===== src/design/pee_pkg.sv =====
// Package: constants, status codes and types for the postfix evaluator.
package pee_pkg;
    localparam int STACK_DEPTH = 32;
    localparam int AW = $clog2(STACK_DEPTH);
    localparam int CW = $clog2(STACK_DEPTH + 1);

    localparam logic [2:0] ST_OK    = 3'd0;
    localparam logic [2:0] ST_UNDER = 3'd1;
    localparam logic [2:0] ST_OVER  = 3'd2;
    localparam logic [2:0] ST_DIVZ  = 3'd3;
    localparam logic [2:0] ST_BAD   = 3'd4;

    localparam logic [7:0] SYM_ADD = 8'h2B;
    localparam logic [7:0] SYM_SUB = 8'h2D;
    localparam logic [7:0] SYM_MUL = 8'h2A;
    localparam logic [7:0] SYM_DIV = 8'h2F;
    localparam logic [7:0] SYM_POW = 8'h5E;
    localparam logic [7:0] SYM_D0  = 8'h30;
    localparam logic [7:0] SYM_D9  = 8'h39;

    localparam logic [1:0] OP_DIV = 2'd0;
    localparam logic [1:0] OP_POW = 2'd1;
    localparam logic [1:0] OP_MUL = 2'd2;

    typedef struct packed {
        logic        start;
        logic [1:0]  op;
        logic [31:0] a;
        logic [31:0] b;
    } t_alu_req;

    typedef struct packed {
        logic        done;
        logic [31:0] value;
    } t_alu_rsp;
endpackage


===== src/design/pee_ram.sv =====
// Generic single-port-write, single-read RAM with registered read data.
module pee_ram #(
    parameter int WIDTH = 32,
    parameter int DEPTH = 32
) (
    input  logic                     i_clk,
    input  logic                     i_we,
    input  logic [$clog2(DEPTH)-1:0] i_waddr,
    input  logic [WIDTH-1:0]         i_wdata,
    input  logic [$clog2(DEPTH)-1:0] i_raddr,
    output logic [WIDTH-1:0]         o_rdata
);
    logic [WIDTH-1:0] r_mem [DEPTH];
    logic [WIDTH-1:0] r_rdata;

    always_ff @(posedge i_clk) begin
        if (i_we) begin
            r_mem[i_waddr] <= i_wdata;
        end
        r_rdata <= r_mem[i_raddr];
    end

    assign o_rdata = r_rdata;
endmodule


===== src/design/pee_alu.sv =====
// Multicycle unit: restoring divide, square-and-multiply power, multiply.
module pee_alu (
    input  logic              i_clk,
    input  logic              i_rst_n,
    input  pee_pkg::t_alu_req i_req,
    output pee_pkg::t_alu_rsp o_rsp
);
    localparam logic [1:0] S_IDLE = 2'd0;
    localparam logic [1:0] S_RUN  = 2'd1;
    localparam logic [1:0] S_MUL  = 2'd2;
    localparam logic [1:0] S_DONE = 2'd3;

    logic [1:0]  r_state, n_state;
    logic [1:0]  r_op;
    logic [5:0]  r_cnt;
    logic [31:0] r_x, r_y, r_acc, r_rem;
    logic        r_neg;
    logic        r_ph;
    logic [32:0] w_trial;
    logic [31:0] w_prod;

    assign w_trial = {r_rem, r_x[31]} - {1'b0, r_y};
    assign w_prod  = r_ph ? (r_x * r_x) : (r_acc * r_x);

    always_comb begin
        n_state = r_state;
        case (r_state)
            S_IDLE: if (i_req.start) n_state = (i_req.op == pee_pkg::OP_MUL) ? S_MUL : S_RUN;
            S_RUN:  if (r_cnt == 6'd0) n_state = S_DONE;
            S_MUL:  n_state = S_DONE;
            S_DONE: n_state = S_IDLE;
            default: n_state = S_IDLE;
        endcase
    end

    always_ff @(posedge i_clk) begin
        if (!i_rst_n) begin
            r_state <= S_IDLE;
        end else begin
            r_state <= n_state;
        end
        case (r_state)
            S_IDLE: begin
                r_op  <= i_req.op;
                r_rem <= '0;
                r_ph  <= 1'b0;
                if (i_req.op == pee_pkg::OP_DIV) begin
                    r_neg <= i_req.a[31] ^ i_req.b[31];
                    r_x   <= i_req.a[31] ? (32'd0 - i_req.a) : i_req.a;
                    r_y   <= i_req.b[31] ? (32'd0 - i_req.b) : i_req.b;
                    r_cnt <= 6'd31;
                end else begin
                    r_x   <= (i_req.op == pee_pkg::OP_MUL) ? i_req.b : i_req.a;
                    r_y   <= i_req.b;
                    r_neg <= 1'b0;
                    r_cnt <= 6'd63;
                    r_acc <= (i_req.op == pee_pkg::OP_MUL) ? i_req.a : 32'd1;
                end
            end
            S_MUL: r_acc <= w_prod;
            S_RUN: begin
                if (r_op == pee_pkg::OP_DIV) begin
                    r_cnt <= r_cnt - 6'd1;
                    r_x   <= {r_x[30:0], ~w_trial[32]};
                    r_rem <= w_trial[32] ? {r_rem[30:0], r_x[31]} : w_trial[31:0];
                end else if (r_y[31]) begin
                    r_cnt <= 6'd0;
                    if (r_x == 32'd1) begin
                        r_acc <= 32'd1;
                    end else if (r_x == 32'hFFFF_FFFF) begin
                        r_acc <= r_y[0] ? 32'hFFFF_FFFF : 32'd1;
                    end else begin
                        r_acc <= 32'd0;
                    end
                end else if (!r_ph) begin
                    r_cnt <= r_cnt - 6'd1;
                    if (r_y[0]) r_acc <= w_prod;
                    r_y  <= r_y >> 1;
                    r_ph <= 1'b1;
                end else begin
                    r_cnt <= r_cnt - 6'd1;
                    r_x   <= w_prod;
                    r_ph  <= 1'b0;
                end
            end
            default: ;
        endcase
    end

    always_comb begin
        o_rsp.done  = (r_state == S_DONE);
        if (r_op == pee_pkg::OP_DIV) begin
            o_rsp.value = r_neg ? (32'd0 - r_x) : r_x;
        end else begin
            o_rsp.value = r_acc;
        end
    end
endmodule


===== src/design/postfix_expression_evaluator_unit.sv =====
// Postfix expression evaluator: operand stack in RAM, multicycle ALU.
// Digits, add, subtract and error beats bypass the ALU; multiply, divide and power use it,
// power with a negative exponent finishing early. One beat in flight.
// Result beat is valid the cycle after the last beat finishes and is held in an
// output register; next input is taken meanwhile, a second result waits for it.
// Synchronous active-low reset clears count, status and control; stack RAM is not cleared.
module postfix_expression_evaluator_unit (
    input  logic        i_clk,
    input  logic        i_rst_n,
    input  logic        s_axis_tvalid,
    output logic        s_axis_tready,
    input  logic [7:0]  s_axis_tdata,   // [7:0] symbol
    input  logic        s_axis_tlast,
    output logic        m_axis_tvalid,
    input  logic        m_axis_tready,
    output logic [39:0] m_axis_tdata    // [31:0] result_value, [34:32] status
);
    localparam logic [2:0] S_IDLE  = 3'd0;
    localparam logic [2:0] S_RD1   = 3'd1;
    localparam logic [2:0] S_RD2   = 3'd2;
    localparam logic [2:0] S_EXEC  = 3'd3;
    localparam logic [2:0] S_WAIT  = 3'd4;
    localparam logic [2:0] S_FIN   = 3'd5;
    localparam logic [2:0] S_OUT   = 3'd6;

    logic [2:0]  r_state;
    logic [7:0]  r_sym;
    logic        r_last;
    logic [pee_pkg::CW-1:0] r_cnt;
    logic [2:0]  r_st;
    logic [31:0] r_r, r_v;
    logic        r_ovalid;
    logic [31:0] r_oval;
    logic [2:0]  r_ost;
    logic [31:0] r_top;

    logic                   w_we;
    logic [pee_pkg::AW-1:0] w_waddr, w_raddr;
    logic [31:0]            w_wdata, w_rdata;
    pee_pkg::t_alu_req      w_req;
    pee_pkg::t_alu_rsp      w_rsp;
    logic                   w_digit, w_oper;
    logic                   w_addsub, w_out_go;

    pee_ram #(.WIDTH(32), .DEPTH(pee_pkg::STACK_DEPTH)) u_stack (
        .i_clk(i_clk), .i_we(w_we), .i_waddr(w_waddr), .i_wdata(w_wdata),
        .i_raddr(w_raddr), .o_rdata(w_rdata)
    );

    pee_alu u_alu (.i_clk(i_clk), .i_rst_n(i_rst_n), .i_req(w_req), .o_rsp(w_rsp));

    assign w_digit = (r_sym >= pee_pkg::SYM_D0) && (r_sym <= pee_pkg::SYM_D9);
    assign w_oper  = (r_sym == pee_pkg::SYM_ADD) || (r_sym == pee_pkg::SYM_SUB) ||
                     (r_sym == pee_pkg::SYM_MUL) || (r_sym == pee_pkg::SYM_DIV) ||
                     (r_sym == pee_pkg::SYM_POW);
    assign w_addsub = (r_st == pee_pkg::ST_OK) && (r_cnt >= pee_pkg::CW'(2)) &&
                      (r_sym == pee_pkg::SYM_ADD || r_sym == pee_pkg::SYM_SUB);
    assign w_out_go = (r_state == S_OUT) && r_last && (!r_ovalid || m_axis_tready);

    assign s_axis_tready = (r_state == S_IDLE);

    always_comb begin
        w_raddr = pee_pkg::AW'(r_cnt - pee_pkg::CW'(2));
        if (r_state == S_RD1) w_raddr = pee_pkg::AW'(r_cnt - pee_pkg::CW'(1));
        w_we    = 1'b0;
        w_waddr = pee_pkg::AW'(r_cnt - pee_pkg::CW'(2));
        w_wdata = r_v;
        if (r_state == S_EXEC && w_digit) begin
            w_we    = (r_st == pee_pkg::ST_OK) && (r_cnt < pee_pkg::CW'(pee_pkg::STACK_DEPTH));
            w_waddr = pee_pkg::AW'(r_cnt);
            w_wdata = {28'd0, 4'(r_sym - pee_pkg::SYM_D0)};
        end else if (r_state == S_WAIT && w_rsp.done) begin
            w_we    = 1'b1;
            w_wdata = w_rsp.value;
        end else if (r_state == S_FIN && r_sym != 8'd0) begin
            w_we = 1'b1;
        end
        w_req.start = (r_state == S_EXEC) && w_oper && (r_st == pee_pkg::ST_OK)
                      && (r_cnt >= pee_pkg::CW'(2))
                      && (r_sym == pee_pkg::SYM_MUL || r_sym == pee_pkg::SYM_POW ||
                          (r_sym == pee_pkg::SYM_DIV && r_r != 32'd0));
        w_req.op = (r_sym == pee_pkg::SYM_DIV) ? pee_pkg::OP_DIV :
                   (r_sym == pee_pkg::SYM_POW) ? pee_pkg::OP_POW : pee_pkg::OP_MUL;
        w_req.a = w_rdata;
        w_req.b = r_r;
    end

    always_ff @(posedge i_clk) begin
        if (!i_rst_n) begin
            r_state  <= S_IDLE;
            r_cnt    <= '0;
            r_st     <= pee_pkg::ST_OK;
            r_ovalid <= 1'b0;
        end else begin
            if (w_out_go) begin
                r_ovalid <= 1'b1;
            end else if (r_ovalid && m_axis_tready) begin
                r_ovalid <= 1'b0;
            end
            case (r_state)
                S_IDLE: if (s_axis_tvalid) begin
                    r_sym   <= s_axis_tdata;
                    r_last  <= s_axis_tlast;
                    r_state <= S_RD1;
                end
                S_RD1: r_state <= S_RD2;
                S_RD2: begin
                    r_r     <= w_rdata;
                    r_state <= S_EXEC;
                end
                S_EXEC: begin
                    r_state <= w_req.start ? S_WAIT : S_FIN;
                    r_sym   <= {7'd0, w_addsub};
                    if (r_st == pee_pkg::ST_OK) begin
                        if (w_digit) begin
                            if (r_cnt < pee_pkg::CW'(pee_pkg::STACK_DEPTH)) begin
                                r_cnt <= r_cnt + pee_pkg::CW'(1);
                            end else begin
                                r_st <= pee_pkg::ST_OVER;
                            end
                        end else if (!w_oper) begin
                            r_st <= pee_pkg::ST_BAD;
                        end else if (r_cnt < pee_pkg::CW'(2)) begin
                            r_st <= pee_pkg::ST_UNDER;
                        end else if (r_sym == pee_pkg::SYM_DIV && r_r == 32'd0) begin
                            r_st <= pee_pkg::ST_DIVZ;
                        end else if (r_sym == pee_pkg::SYM_ADD) begin
                            r_v <= w_rdata + r_r;
                        end else if (r_sym == pee_pkg::SYM_SUB) begin
                            r_v <= w_rdata - r_r;
                        end
                    end
                end
                S_WAIT: if (w_rsp.done) begin
                    r_sym   <= 8'd0;
                    r_cnt   <= r_cnt - pee_pkg::CW'(1);
                    r_state <= S_OUT;
                end
                S_FIN: begin
                    if (r_sym != 8'd0) r_cnt <= r_cnt - pee_pkg::CW'(1);
                    r_sym   <= 8'd0;
                    r_state <= S_OUT;
                end
                S_OUT: begin
                    if (!r_last) begin
                        r_state <= S_IDLE;
                    end else if (!r_ovalid || m_axis_tready) begin
                        r_state <= S_IDLE;
                    end
                end
                default: r_state <= S_IDLE;
            endcase
            if (w_out_go) begin
                r_cnt <= '0;
                r_st  <= pee_pkg::ST_OK;
            end
        end
    end

    always_ff @(posedge i_clk) begin
        if (w_out_go) begin
            r_ost  <= (r_st == pee_pkg::ST_OK && r_cnt == '0) ? pee_pkg::ST_UNDER : r_st;
            r_oval <= (r_st == pee_pkg::ST_OK && r_cnt != '0) ? r_top : 32'd0;
        end
    end

    // Top-of-stack shadow: tracks the entry at count-1 on every write.
    always_ff @(posedge i_clk) begin
        if (w_we) begin
            r_top <= w_wdata;
        end
    end

    assign m_axis_tvalid = r_ovalid;
    assign m_axis_tdata  = {5'd0, r_ost, r_oval};
endmodule


===== config.mk =====
export PLATFORM = sky130hd
export DESIGN_NAME = postfix_expression_evaluator_unit
export DESIGN_NICKNAME = d
export VERILOG_FILES = /design/src/design/pee_pkg.sv /design/src/design/pee_ram.sv /design/src/design/pee_alu.sv /design/src/design/postfix_expression_evaluator_unit.sv
export SDC_FILE = /design/constraint.sdc
export NUM_CORES = 2
export LEC_CHECK = 0
export ABC_AREA = 1
export BUFFER_PORTS_ARGS = -buffer_cell sky130_fd_sc_hd__buf_2
export CAP_MARGIN = 0
export CORE_ASPECT_RATIO = 0.8
export CORE_MARGIN = 4
export CORE_UTILIZATION = 38
export CTS_BUF_LIST = sky130_fd_sc_hd__clkbuf_16
export DETAILED_ROUTE_END_ITERATION = 10
export PLACE_DENSITY = 0.51
export SETUP_SLACK_MARGIN = 0.5
export SKIP_CTS_REPAIR_TIMING = 1
export SLEW_MARGIN = 20
export SYNTH_ARGS = -nofsm -noshare
export SYNTH_HDL_FRONTEND = slang
export SYNTH_SLANG_ARGS = --single-unit

===== constraint.sdc =====
create_clock -name i_clk -period 9.65 [get_ports i_clk]
set_input_delay 1.4475 -clock i_clk [delete_from_list [all_inputs] [get_ports i_clk]]
set_output_delay 1.4475 -clock i_clk [all_outputs]
set_load 0.01 [all_outputs]

Word level (Yosys, flattened, before mapping):

Memories as Yosys holds them, arrays and structs flattened. A register that Yosys moved wholly into a read port is not among the register bits.
Cells that the tools add are included.

* output and inout bits: 42
* ROM bits: 0
* register bits after elaboration: 293
* logic and storage cells: 217
* input port bits: 13
* memory bits (writable): 1024
* memories: 1
* latch bits: 0

Memories
* u_stack.r_mem: words 32, bits a word 32, rd ports 1, clocked after memory_dff 1, wr ports 1, line pee_ram.sv:13 `logic [WIDTH-1:0] r_mem [DEPTH];`

* muxes and demuxes: 76
* magnitude comparators: 5
* bitwise operators: 6
* shift-type cells: 0
* equality and inequality tests: 37
* add/subtract/negate cells: 11
* multipliers: 2
* reduce and logical (&&, ||, !) cells: 58
* div/mod/pow operators: 0

Operators with widths (count)
* 32-bit two-way mux: 28
* 32-bit case mux with 2 select lines: 3
* 32-bit case mux with 3 select lines: 1
* 1-bit by 32-bit subtractor with 32-bit output, first input constant: 3
* 32-bit by 32-bit multiplier with 32-bit output: 2
* 6-bit two-way mux: 8
* 33-bit by 32-bit subtractor with 33-bit output: 1
* 32-bit adder: 1
* 32-bit by 1-bit equality test with 1-bit output, second input constant: 1
* 32-bit equality test, second input constant: 1
* 8-bit by 6-bit equality test with 1-bit output, second input constant: 4
* 32-bit zero test: 1
* 8-bit case mux with 4 select lines: 1
* 32-bit nonzero test: 1
* 32-bit subtractor: 1
* 31-bit two-way mux: 1
* 3-bit two-way mux: 9
* 3-bit case mux with 7 select lines: 1
* 2-bit inequality test, second input constant: 10
* 1-bit logical AND: 18
* 6-bit case mux with 3 select lines: 1
* 8-bit two-way mux: 2
* 6-bit zero test: 2
* 6-bit case mux with 2 select lines: 1
* other kinds (43): 93

Depth between registers and ports, before layout:

* depth in word-level cells: 11
* mapped depth: 37
* gate-level depth less buffers: 34

Modules after synthesis:

A second synthesis with hierarchy kept.

* cell total of the unflattened synthesis: 10497
* area, all modules: 94774.6 µm²

Modules (own cells, without submodules)
* pee_alu: instances 1, area each 43012.5 µm², cells an instance 5826, sequential area each 4184.0 µm²
* pee_ram: instances 1, area each 42405.7 µm², cells an instance 3536, sequential area each 31390.1 µm²
* postfix_expression_evaluator_unit: instances 1, area each 9356.5 µm², cells an instance 1135, sequential area each 4464.3 µm²

Least setup slack after synthesis:

No wires, ideal clock.

* kind: register to register
* start: reg u_alu.r_x[11]
* end: reg u_alu.r_acc[27], data pin
* slack: 2532 ps
* setup time: 263 ps
* path buffers: 3
* stages on the path, launching flop included: 29
* arrival: 6855 ps
* required time: 9387 ps
* period minus slack after synthesis: 7118 ps
* path through: edfxtp_1 > buf_2 > buf_1 > buf_1 > nand2_1 > fa_1 > inv_1 > fa_1 > fa_1 > inv_1 > fa_1 > inv_1 > fa_1 > inv_1 > fa_1 > inv_1 > fa_1 > fa_1 > ha_1 > a21o_1 > a21oi_1 > o21ai_0 > nand2_1 > nand3_1 > or2_2 > nand3_1 > nand2_1 > o21ai_0 > o21ai_0

* word-level cells in the longest chain between the ends: 7
* elaborated cells on any way between the ends: 12
* those cells by class: mul: 2; eq/ne: 2; mux: 8

RTL lines
* from (decl): line pee_alu.sv:16 `logic [31:0] r_x, r_y, r_acc, r_rem;`
* from (signal assigned): line pee_alu.sv:49 `r_x <= i_req.a[31] ? (32'd0 - i_req.a) : i_req.a;`
* from (signal assigned): line pee_alu.sv:53 `r_x <= (i_req.op == pee_pkg::OP_MUL) ? i_req.b : i_req.a;`
* from (signal assigned): line pee_alu.sv:64 `r_x <= {r_x[30:0], ~w_trial[32]};`
* 32-bit by 32-bit multiplier with 32-bit output: line pee_alu.sv:23 `assign w_prod = r_ph ? (r_x * r_x) : (r_acc * r_x);`
* 32-bit two-way mux: line pee_alu.sv:23
* 32-bit two-way mux: line pee_alu.sv:77 `if (r_y[0]) r_acc <= w_prod;`
* 32-bit two-way mux: line pee_alu.sv:75 `end else if (!r_ph) begin`
* 32-bit two-way mux: line pee_alu.sv:66 `end else if (r_y[31]) begin`
* 32-bit two-way mux: line pee_alu.sv:62 `if (r_op == pee_pkg::OP_DIV) begin`
* 32-bit case mux with 3 select lines *: line pee_alu.sv:42 `case (r_state)`
* to (signal assigned): line pee_alu.sv:60 `S_MUL: r_acc <= w_prod;`
* to (signal assigned): line pee_alu.sv:71 `r_acc <= r_y[0] ? 32'hFFFF_FFFF : 32'd1;`
* to (signal assigned): line pee_alu.sv:77
* to (decl): line pee_alu.sv:16

Every way passes the cells marked *; elsewhere a longest branch is shown, timed or not. The select of a mux whose other input is x is not followed.
A chain may end at the register's enable or synchronous reset.

Worst setup path in the final report:

* start: reg u_alu.r_x[12]
* end: reg u_alu.r_acc[30], data pin

Same word-level chain as after synthesis.

==> impl_metrics.tcl <==
set metrics [dict create \
    status "finished clean" \
    drtIter0Drc 8196 \
    timing.final.ws_setup_ns 1.031 \
    clk_pin_slew_worst_paths_ns 0.06 \
    pre_cts_slack_ns 1.246 \
    grt_pass1_wl_mm 468.7 \
    rows 160 \
    max_freq_ghz 0.1160 \
    clock_latency_ns 0.82 \
    layout_common_cells "1693 x inv_1, 1548 x nand2_1, 1302 x edfxtp_1" \
    cts_buffers 149 \
    root_buffer "clkbuf_16" \
    gp_congestion 0.9552 \
    layout_commonest_cell "inv_1" \
    wl_mm 319.2 \
    cts.sinks 1349 \
    final_nets 10388 \
    async_flop_share_pct 0 \
    critPathKind "reg2reg" \
    place_inst 12270 \
    ys_seq_elements 1349 \
    ys_types 71 \
    synth-main-ff-cell "edfxtp_1" \
    tns_ns 0 \
    min_path_type "reg2reg" \
    grt_max_degree 211 \
    synth_xor_xnor_area_share_pct 1.711 \
    worstSetupEndpointType "flop" \
    synth-compound-area-share_pct 10.90 \
    report.final.slew_viol_count 0 \
    htree_levels 4 \
    yosysSeqAreaShare_pct 43.94 \
    netlist_instances 9328 \
    die_area_um2 247700 \
    worst_pin_slew_ns 1.225 \
    rsz0062_at_grt "no" \
    stdcell_count 12546 \
    finalClockSkew_ns 0.06255 \
    clockBufferDepth 3 \
    detail-route-antenna-nets 0 \
    cp_max_fo 17 \
    synth.cell_area_um2 91120 \
    avgSynthCellArea_um2 9.769 \
    grt-ovfl-total 0 \
    vias_per_cell 5.473 \
    dpl-instance-area_um2 95660 \
    die_h_um 446.0 \
    maxSlewHeadroom_pct 17.31 \
    area_growth_pct 10.36 \
    first_global_vias 67469 \
    min_period_ns 8.619 \
    ioPinCount 55 \
    synth_edf_count 1302 \
    postLayoutCellArea_um2 100600 \
    antenna_found_initial 12 \
    arrival_ns 9.10 \
    wl_per_cell_um 25.44 \
    start_util_pct 38.28 \
    setup_viol 0 \
    io_buffers 49 \
    synth_top_family_by_area "adder cells" \
    start_kind "flop" \
    hold_viol_final 0 \
    hpwlAfterDp_mm 218.9 \
    fp.dieW_um 555.5 \
    synth.area.mux_share_pct 0 \
    fp.coreArea_um2 238000 \
    yosys.area_share.simple_pct 12.60 \
    drv_cap 0 \
    dr.pass1.iters 6 \
    crit_required_ns 10.14 \
    dr_total_vias 68662 \
    yosysWarnings 0 \
    nFillCells 22989 \
    cts_tree "built" \
    drc 0 \
    finalCritPeriodShare_pct 89.31 \
    grt_use_total_pct 25.56 \
    drive_above_1_share_pct 6.468 \
    synthAdderAreaFrac_pct 21.66 \
]
==> routing by layer <==
metal	GRT usage, %	vias up	part of all wire (%)
met3	4.915	365	9.3
li1	-	30459	-
met5	0	-	0.0075
met2	36.50	3036	41
met1	39.94	34798	47
met4	5.499	4	2.2
==> cell families (layout without fill, tap and decap cells) <==
family / count (synthesis) / after routing
buf+inv: 2153 / 2205
compound gates: 1677 / 1677
xor+xnor: 178 / 178
flops: 1349 / 1349
other cells: 1 / 8
fa+ha+maj: 1113 / 1113
simple gates: 2857 / 2857
==> cells in the mapped netlist, types with 70 or more instances <==
library cell / n / area (um^2)
xor2_1: 120 / 1051
nand3_1: 258 / 1291
buf_2: 110 / 550.5
buf_1: 97 / 364.1
o221ai_1: 211 / 1848
a21oi_1: 245 / 1226
clkbuf_1: 238 / 893.4
nor2_1: 889 / 3337
o21ai_1: 141 / 705.7
ha_1: 339 / 4242
a31oi_1: 70 / 437.9
o22ai_1: 86 / 538.0
o21ai_0: 735 / 3679
nand2_1: 1550 / 5818
fa_1: 774 / 15490
edfxtp_1: 1302 / 39100
inv_1: 1651 / 6197
==> registers in the layout, indices dropped and copies added, names as in the netlist <==
| register | cells |
|---|---|
| r_top | 32 |
| r_oval | 32 |
| r_ost | 3 |
| u_alu.r_state | 2 |
| u_stack.r_mem | 1024 |
| r_state | 3 |
| m_axis_tvalid | 1 |
| u_stack.o_rdata | 32 |
| u_alu.r_x | 32 |
| r_cnt | 6 |
| u_alu.r_neg | 1 |
| r_st | 3 |
| r_sym | 8 |
| u_alu.r_acc | 32 |
| u_alu.r_y | 32 |
| r_last | 1 |
| r_v | 32 |
| u_alu.r_ph | 1 |
| r_r | 32 |
| u_alu.r_op | 2 |
| u_alu.r_cnt | 6 |
| u_alu.r_rem | 32 |
==> worst max-delay path, cell delays in order, from the launching register on <==
cell	delay, ns
edfxtp_1	1.02
buf_4	0.35
nand2_1	0.10
fa_1	0.55
inv_1	0.06
fa_1	0.48
fa_1	0.56
inv_1	0.05
fa_1	0.48
fa_1	0.58
fa_1	0.52
inv_1	0.05
fa_1	0.57
fa_1	0.46
ha_1	0.37
inv_1	0.12
nor3_1	0.36
nand4_1	0.25
nor4_1	0.22
nand2_1	0.18
nand3_1	0.10
nand3_1	0.17
o21ai_1	0.46
nand2_1	0.11
nand2_1	0.09
o21ai_1	0.07
==> path summary, 6_finish.rpt <==
check                     startpoint                        end  slack [ns]  cells past startpoint
max          u_alu.r_x[12]$_DFFE_PP_  u_alu.r_acc[30]$_DFFE_PP_        1.03                     25
min             r_st[0]$_SDFFE_PP0P_       r_st[0]$_SDFFE_PP0P_        0.49                      2
max reg2reg  u_alu.r_x[12]$_DFFE_PP_  u_alu.r_acc[30]$_DFFE_PP_        1.03                     25
min reg2reg     r_st[0]$_SDFFE_PP0P_       r_st[0]$_SDFFE_PP0P_        0.49                      2
==> final cells by class <==
| class | count | area, um^2 | area share (%) |
|---|---|---|---|
| Antenna cell | 3 | 7.507 | 0.007465 |
| Clock buffer | 150 | 3754 | 3.733 |
| Clock inverter | 123 | 1135 | 1.129 |
| Inverter | 1670 | 6296 | 6.261 |
| Multi-Input combinational cell | 5830 | 43220 | 42.98 |
| Sequential cell | 1349 | 40040 | 39.82 |
| Tap cell | 3159 | 3953 | 3.930 |
| Timing Repair Buffer | 262 | 2156 | 2.144 |
==> metrics by stage <==
step | utilization (%) | hold slack, ns
floorplan | - | 0.4342
global placement | 40.14 | 0.4547
detailed placement | 40.19 | 0.4511
CTS | 42.24 | 0.4791
global route | 42.25 | 0.4947
finish | 42.25 | 0.4856
Power is not shown: default switching activity piles up to over one toggle a cycle in this logic, so the estimate is an artifact.
